[src/hdl/euler_rotation_matrix_unit_defines.svh]
// assertion macros for the euler rotation matrix unit
// expects clk and rst in the scope of each use
`ifndef EULER_ROTATION_MATRIX_UNIT_DEFINES_SVH
`define EULER_ROTATION_MATRIX_UNIT_DEFINES_SVH

// same-cycle implication
`define ERM_ASSERT_IMPL(label, ante, cons, msg) \
  label: assert property (@(posedge clk) disable iff (rst) (ante) |-> (cons)) \
    else $error(msg);

// next-cycle implication
`define ERM_ASSERT_NEXT(label, ante, cons, msg) \
  label: assert property (@(posedge clk) disable iff (rst) (ante) |=> (cons)) \
    else $error(msg);

`endif

[src/hdl/erm_pkg.sv]
// shared types and constants for the euler rotation matrix unit
// no dependencies
package erm_pkg;

  typedef struct packed {
    logic [15:0] angle_x;
    logic [15:0] angle_y;
    logic [15:0] angle_z;
  } erm_in_t;

  typedef struct packed {
    logic signed [15:0] r0c0;
    logic signed [15:0] r0c1;
    logic signed [15:0] r0c2;
    logic signed [15:0] r1c0;
    logic signed [15:0] r1c1;
    logic signed [15:0] r1c2;
    logic signed [15:0] r2c0;
    logic signed [15:0] r2c1;
    logic signed [15:0] r2c2;
  } erm_out_t;

  typedef enum logic [2:0] {
    FS_ANGLE,
    FS_SQUARE,
    FS_TERM,
    FS_RECIP,
    FS_REMAIN,
    FS_FIX,
    FS_ROUND,
    FS_DONE
  } fill_state_t;

  typedef struct packed {
    logic wr_en;
    logic done;
  } fill_ctl_t;

  localparam int QUEUE_DEPTH = 4;
  localparam int QPTR_BITS   = $clog2(QUEUE_DEPTH);
  localparam int QCOUNT_BITS = $clog2(QUEUE_DEPTH + 1);

  typedef struct packed {
    logic                   nonempty;
    logic [QCOUNT_BITS-1:0] count;
  } queue_stat_t;

  // pi/2 in Q30
  localparam logic [30:0] HPI_Q30 = 31'd1686629713;

  // quadrant codes taken from the top two phase bits
  localparam logic [1:0] QD_FIRST  = 2'd0;
  localparam logic [1:0] QD_SECOND = 2'd1;
  localparam logic [1:0] QD_THIRD  = 2'd2;
  localparam logic [1:0] QD_FOURTH = 2'd3;

  // (2n)(2n+1) for series term n = idx + 1
  function automatic logic [8:0] divisor(input logic [2:0] idx);
    logic [8:0] d;
    case (idx)
      3'd0:    d = 9'd6;
      3'd1:    d = 9'd20;
      3'd2:    d = 9'd42;
      3'd3:    d = 9'd72;
      3'd4:    d = 9'd110;
      3'd5:    d = 9'd156;
      3'd6:    d = 9'd210;
      default: d = 9'd272;
    endcase
    return d;
  endfunction

  // floor(2^32 / divisor), never above the true reciprocal
  function automatic logic [31:0] recip(input logic [2:0] idx);
    logic [31:0] m;
    case (idx)
      3'd0:    m = 32'd715827882;
      3'd1:    m = 32'd214748364;
      3'd2:    m = 32'd102261126;
      3'd3:    m = 32'd59652323;
      3'd4:    m = 32'd39045157;
      3'd5:    m = 32'd27531841;
      3'd6:    m = 32'd20452225;
      default: m = 32'd15790320;
    endcase
    return m;
  endfunction

endpackage

[src/hdl/erm_queue.sv]
// short fifo between front and back, register based
// depends on erm_pkg for depth and status type
module erm_queue #(
  parameter int DW = 96
) (
  input  logic                  clk,
  input  logic                  rst,
  input  logic                  push,
  input  logic [DW-1:0]         push_data,
  input  logic                  pop,
  output logic [DW-1:0]         head,
  output erm_pkg::queue_stat_t  q_stat
);
  import erm_pkg::*;

  logic [DW-1:0]          mem [QUEUE_DEPTH];
  logic [QPTR_BITS-1:0]   wr_ptr;
  logic [QPTR_BITS-1:0]   rd_ptr;
  logic [QCOUNT_BITS-1:0] count;
  logic [QCOUNT_BITS-1:0] count_next;

  always_comb begin
    case ({push, pop})
      2'b10:   count_next = count + 1'b1;
      2'b01:   count_next = count - 1'b1;
      default: count_next = count;
    endcase
  end

  always_ff @(posedge clk) begin
    if (rst) begin
      wr_ptr <= '0;
      rd_ptr <= '0;
      count  <= '0;
    end else begin
      if (push) begin
        wr_ptr <= wr_ptr + 1'b1;
      end
      if (pop) begin
        rd_ptr <= rd_ptr + 1'b1;
      end
      count <= count_next;
    end
  end

  always_ff @(posedge clk) begin
    if (push) begin
      mem[wr_ptr] <= push_data;
    end
  end

  assign head            = mem[rd_ptr];
  assign q_stat.count    = count;
  assign q_stat.nonempty = (count != '0);

endmodule

[config.mk]
export PLATFORM = sky130hd
export DESIGN_NAME = erm_queue
export DESIGN_NICKNAME = d
export VERILOG_FILES = /design/src/hdl/euler_rotation_matrix_unit_defines.svh /design/src/hdl/erm_pkg.sv /design/src/hdl/erm_queue.sv
export SDC_FILE = /design/constraint.sdc
export NUM_CORES = 1
export LEC_CHECK = 0
export ABC_AREA = 0
export ABC_CLOCK_PERIOD_IN_PS = 10700
export BUFFER_PORTS_ARGS = -buffer_cell sky130_fd_sc_hd__buf_2
export CAP_MARGIN = 25
export CORE_UTILIZATION = 43
export CTS_CLUSTER_DIAMETER = 60
export DETAILED_ROUTE_END_ITERATION = 10
export PLACE_DENSITY = 0.64
export SETUP_SLACK_MARGIN = 0.3
export SKIP_LAST_GASP = 1
export SLEW_MARGIN = 0
export SYNTH_ARGS = -nofsm -noshare
export SYNTH_HDL_FRONTEND = slang
export SYNTH_SLANG_ARGS = --single-unit
[constraint.sdc]
create_clock -name clk -period 10.7 [get_ports clk]
set_input_delay 2.14 -clock clk [delete_from_list [all_inputs] [get_ports clk]]
set_output_delay 2.14 -clock clk [all_outputs]
set_load 0.01 [all_outputs]
Yosys cells after proc, flatten, opt, wreduce, memory -nomap -nowiden. Memory sizes are Yosys's and may differ from the RTL's. A register that Yosys moved wholly into a read port is not among the register bits. Index checks and enable logic that the tools add are counted.

Register bits after elaboration: 7. Bits in writable memories: 384. Input port bits: 100. Word-level logic and storage cells: 17. Memories: 1.

Memories: mem (depth 4, bits a word 96, read ports 1, clocked after Yosys merged registers in 1, write ports 1, RTL line erm_queue.sv:16) `logic [DW-1:0] mem [QUEUE_DEPTH];`.

Add/subtract/negate cells: 4. Equal/unequal tests: 2. Muxes and demuxes: 5. Reduce and logical (&&, ||, !) cells: 2.

Operator list (number): one-hot mux 3 bit (2 select lines) (1); adder 2 x 1 -> 2 bit, second input constant (2); two-way mux 2 bit (2); adder 3 x 1 -> 3 bit, second input constant (1); nonzero test 3 bit (1); subtractor 3 x 1 -> 3 bit, second input constant (1); equality test 2 x 1 -> 1 bit, second input constant (1); equality test 2 bit, second input constant (1); two-way mux 1 bit (2); nonzero test 2 bit (1).

Logic depth before layout (Yosys ltp).
Depth after elaboration: 3. Gate-level depth with buffers: 6.

Worst setup path before layout. OpenSTA, ideal clock, no wires.

Kind: input to register. From: input port push. To: memory mem[0][0], enable pin. Library setup time: 465 ps. Arrival time: 4360 ps. Setup slack: 5875 ps. Stages on the path: 1. Buffers on the path: 0. Cells stage by stage: and2_1.

Longest elaborated chain between the ends: 2.

RTL lines: start: declaration (RTL line erm_queue.sv:8) `input logic push,`; two-way mux 1 bit (RTL line erm_queue.sv:47) `if (push) begin`; two-way mux 1 bit (implied by the code) (RTL line erm_queue.sv:48) `mem[wr_ptr] <= push_data;`; end: declaration (RTL line erm_queue.sv:16).

Every way passes these cells.

==> results.md <==
- Pwr Density: ~200 nW/um2
- Crit path capture type: output pin
- Netlist cell types: 20
- Port-buffer cells: 199
- Root Driver: clkbuf_16
- Sequential area share after synthesis: 0.8203
- Initial Util: 0.4377
- Die H: 184.2 um
- Tot GR Track Use: 0.1589
- Via count: 6417
- Global-route wire length before repair: about 40 mm
- Setup TNS: 0 ps
- I/O Pins: 200
- Post-Synthesis Cells: between 500 and 600
- Max Slew Vio Count: 0
- Post-Syn Nets: 650
- Largest family of logic cells by synthesized area: multiplexers
- Mean Syn Cell Area: ~26 um2
- Area leader, netlist: edfxtp_1
- Data arrival time of the critical path: roughly 2700 ps
- Die area: between 30000 and 40000 um2
- Clock sinks: around 400
- Yosys reg bits: slightly below 400
- Final GP Congestion: approximately 0.71
- Number of cell rows: 66
- Vias in the first global route: 6976
- Postcts setup bufs: 0
- DR iter-0 viols: 474
- Final period utilization: 0.4477
- Critical path class: reg2out
- Synth Area in Compound Gates: 0.0007011
- CP Launch Type: register
- Worst VDD drop: ~0.15 mV
- Top post-synthesis cells by area: edfxtp_1, mux4_2, dfxtp_1
- Adder-Cell Fraction of Synth Area: 0.005784
- Initial antenna violation count: 4
- Post-CTS sizing: 0
- Tightest Pin Transition: between 1000 and 1500 ps
- Multiplexer area fraction after synthesis: 0.1528
- CTS tree: yes
- Fmax: between 200 and 250 MHz
- WP data required: between 8000 and 9000 ps
- Worst-skew pair later-pin latency: 510 ps
- DR vias/cell: ~5.2
- Final Critical Period: between 4000 and 5000 ps
- H-tree Lvls: 2
- Max FO, Critical Path: 53
- Drt drc: 0
- Synthesis Warnings: 0
- Final instance area: about 17000 um2
- Max Cap Viol: 0
- Yosys top cell area share: 0.8076
- Outcome: complete, no violations
- Xor-xnor portion of the synthesized cell area: 0.003067
- Post-detailed-route count of antenna-violating nets: 0
- Placed inst area: approximately 16000 um2
- Hold_buf cts: 0
- CTS Buf Count: 41
- Nets@finish: roughly 880
- Routed WL: ~26 mm
- Area Growth Syn to Fin: 18.67%
- Leakage power: approximately 0.0057 uW
- Core area: 32620 um2
- RSZ-0062 raised after global routing: no
- Setup slack, reg-to-reg: between 8000 and 9000 ps
- Share of cells above drive strength 1: 0.4517
- Clock Path Buffers: 3
- Setup violations, final: 0
- Setup Skew: ~8.2 ps
- Routed len/inst: 21.06 um
- Slew margin rel.: 0.3300
- Drt pass-1 iters: 4
- Chip Width: approximately 180 um
- Post-synthesis instance area: 14280 um2
- Clk pin slew, worst setup/hold paths: about 60 ps
- Gr ovfl total: 0
- Post-synthesis simple-gate area fraction: 0.004732
- Type of the tightest min-delay check: reg2reg
- Largest net degree at the start of global routing: 64
- Hold Vio Cnt, Final: 0
- HPWL after detailed placement: 15.46 mm
## layout make-up
| cell class | count | area [um2] |
|---|---|---|
| fillers | 2504 | 15680 |
| flip-flops and latches | 393 | 11720 |
| multi-input cells | 125 | 2396 |
| clock buffers | 54 | 1075 |
| repair buffers | 206 | 1049 |
| well taps | 442 | 553.0 |
| clock inverters | 16 | 132.6 |
| inverters | 3 | 11.26 |
| diodes | 3 | 7.507 |
## path summary, 6_finish.rpt
path / end / cells past startpoint / startpoint
hold reg to reg: register / 2 / rd_ptr[1]
setup / recovery: head[81] / 3 / register
setup reg to reg: mem[0][33] / 4 / wr_ptr[0]
hold / removal: register / 2 / rd_ptr[1]
## where the power goes
part	total, uW	switching [uW]	internal (uW)	leakage (uW)
Combinational	307	165	142	0.00147
Clock	1290	535	753	0.000585
Sequential	1790	24.7	1770	0.00360
Total	3390	725	2660	0.00566
## per-layer routing
layer / vias up / routed length, um / share of wire / global-route usage
met5: - / 23 / 0.00088 / 0
met4: 4 / 477 / 0.018 / 0.04400
met3: 40 / 1958 / 0.075 / 0.04564
met2: 214 / 12990 / 0.50 / 0.2653
met1: 3364 / 10710 / 0.41 / 0.2035
li1: 2795 / - / - / -
## critical path: stages (launching register included)
cell and delay (ps):
dfxtp_4 780, buf_4 710, mux4_2 440, buf_2 160
## cells in the mapped netlist
library cell / number
xnor2_1: 3
buf_6: 1
buf_8: 4
dfxtp_1: 9
a21oi_1: 1
xor2_1: 2
nor2_1: 7
buf_12: 1
ha_1: 5
mux2i_1: 2
or3_1: 2
mux4_2: 96
buf_2: 11
inv_1: 3
o21ai_0: 1
and2_1: 4
nand2_1: 1
edfxtp_1: 384
fa_1: 1
clkbuf_1: 6
## registers in the layout (all words and copies together) (netlist names), named ones only
register,flops
count,3
mem,384
wr_ptr,2
rd_ptr,2
## logic make-up after synthesis
family	count (synthesis)
flops	393
mux	98
buf+inv	26
simple gates	14
fa+ha+maj	6
xor+xnor	5
compound gates	2
## placed cells by master (no fill, tap or decap), types with 2 or more instances in the layout
master	n
edfxtp_1	384
buf_2	199
mux4_2	96
clkbuf_16	41
clkbuf_1	13
nor2_1	7
dfxtp_1	7
buf_4	7
clkinv_2	6
ha_1	5
clkinv_1	5
and2_4	4
diode_2	3
inv_1	3
xnor2_1	3
or3_1	2
xor2_1	2
mux2i_1	2
dfxtp_4	2
clkinvlp_4	2
bufinv_16	2
## stage by stage
step | std cells | hold slack, ps | total power (uW) | util | setup slack (ps)
2_1_floorplan | 544 | 484.7 | 2013 | - | 5875
5_1_grt | 1239 | 546.4 | 3516 | 0.5192 | 5722
6_report | 1242 | 525.5 | 3389 | 0.5194 | 5909
4_1_cts | 1239 | 527.9 | 3432 | 0.5192 | 5784
3_5_place_dp | 1169 | 489.2 | 2143 | 0.4822 | 6342
3_3_place_gp | 1169 | 472.8 | 2129 | 0.4822 | 6376
(Power assumes the default switching activity.)
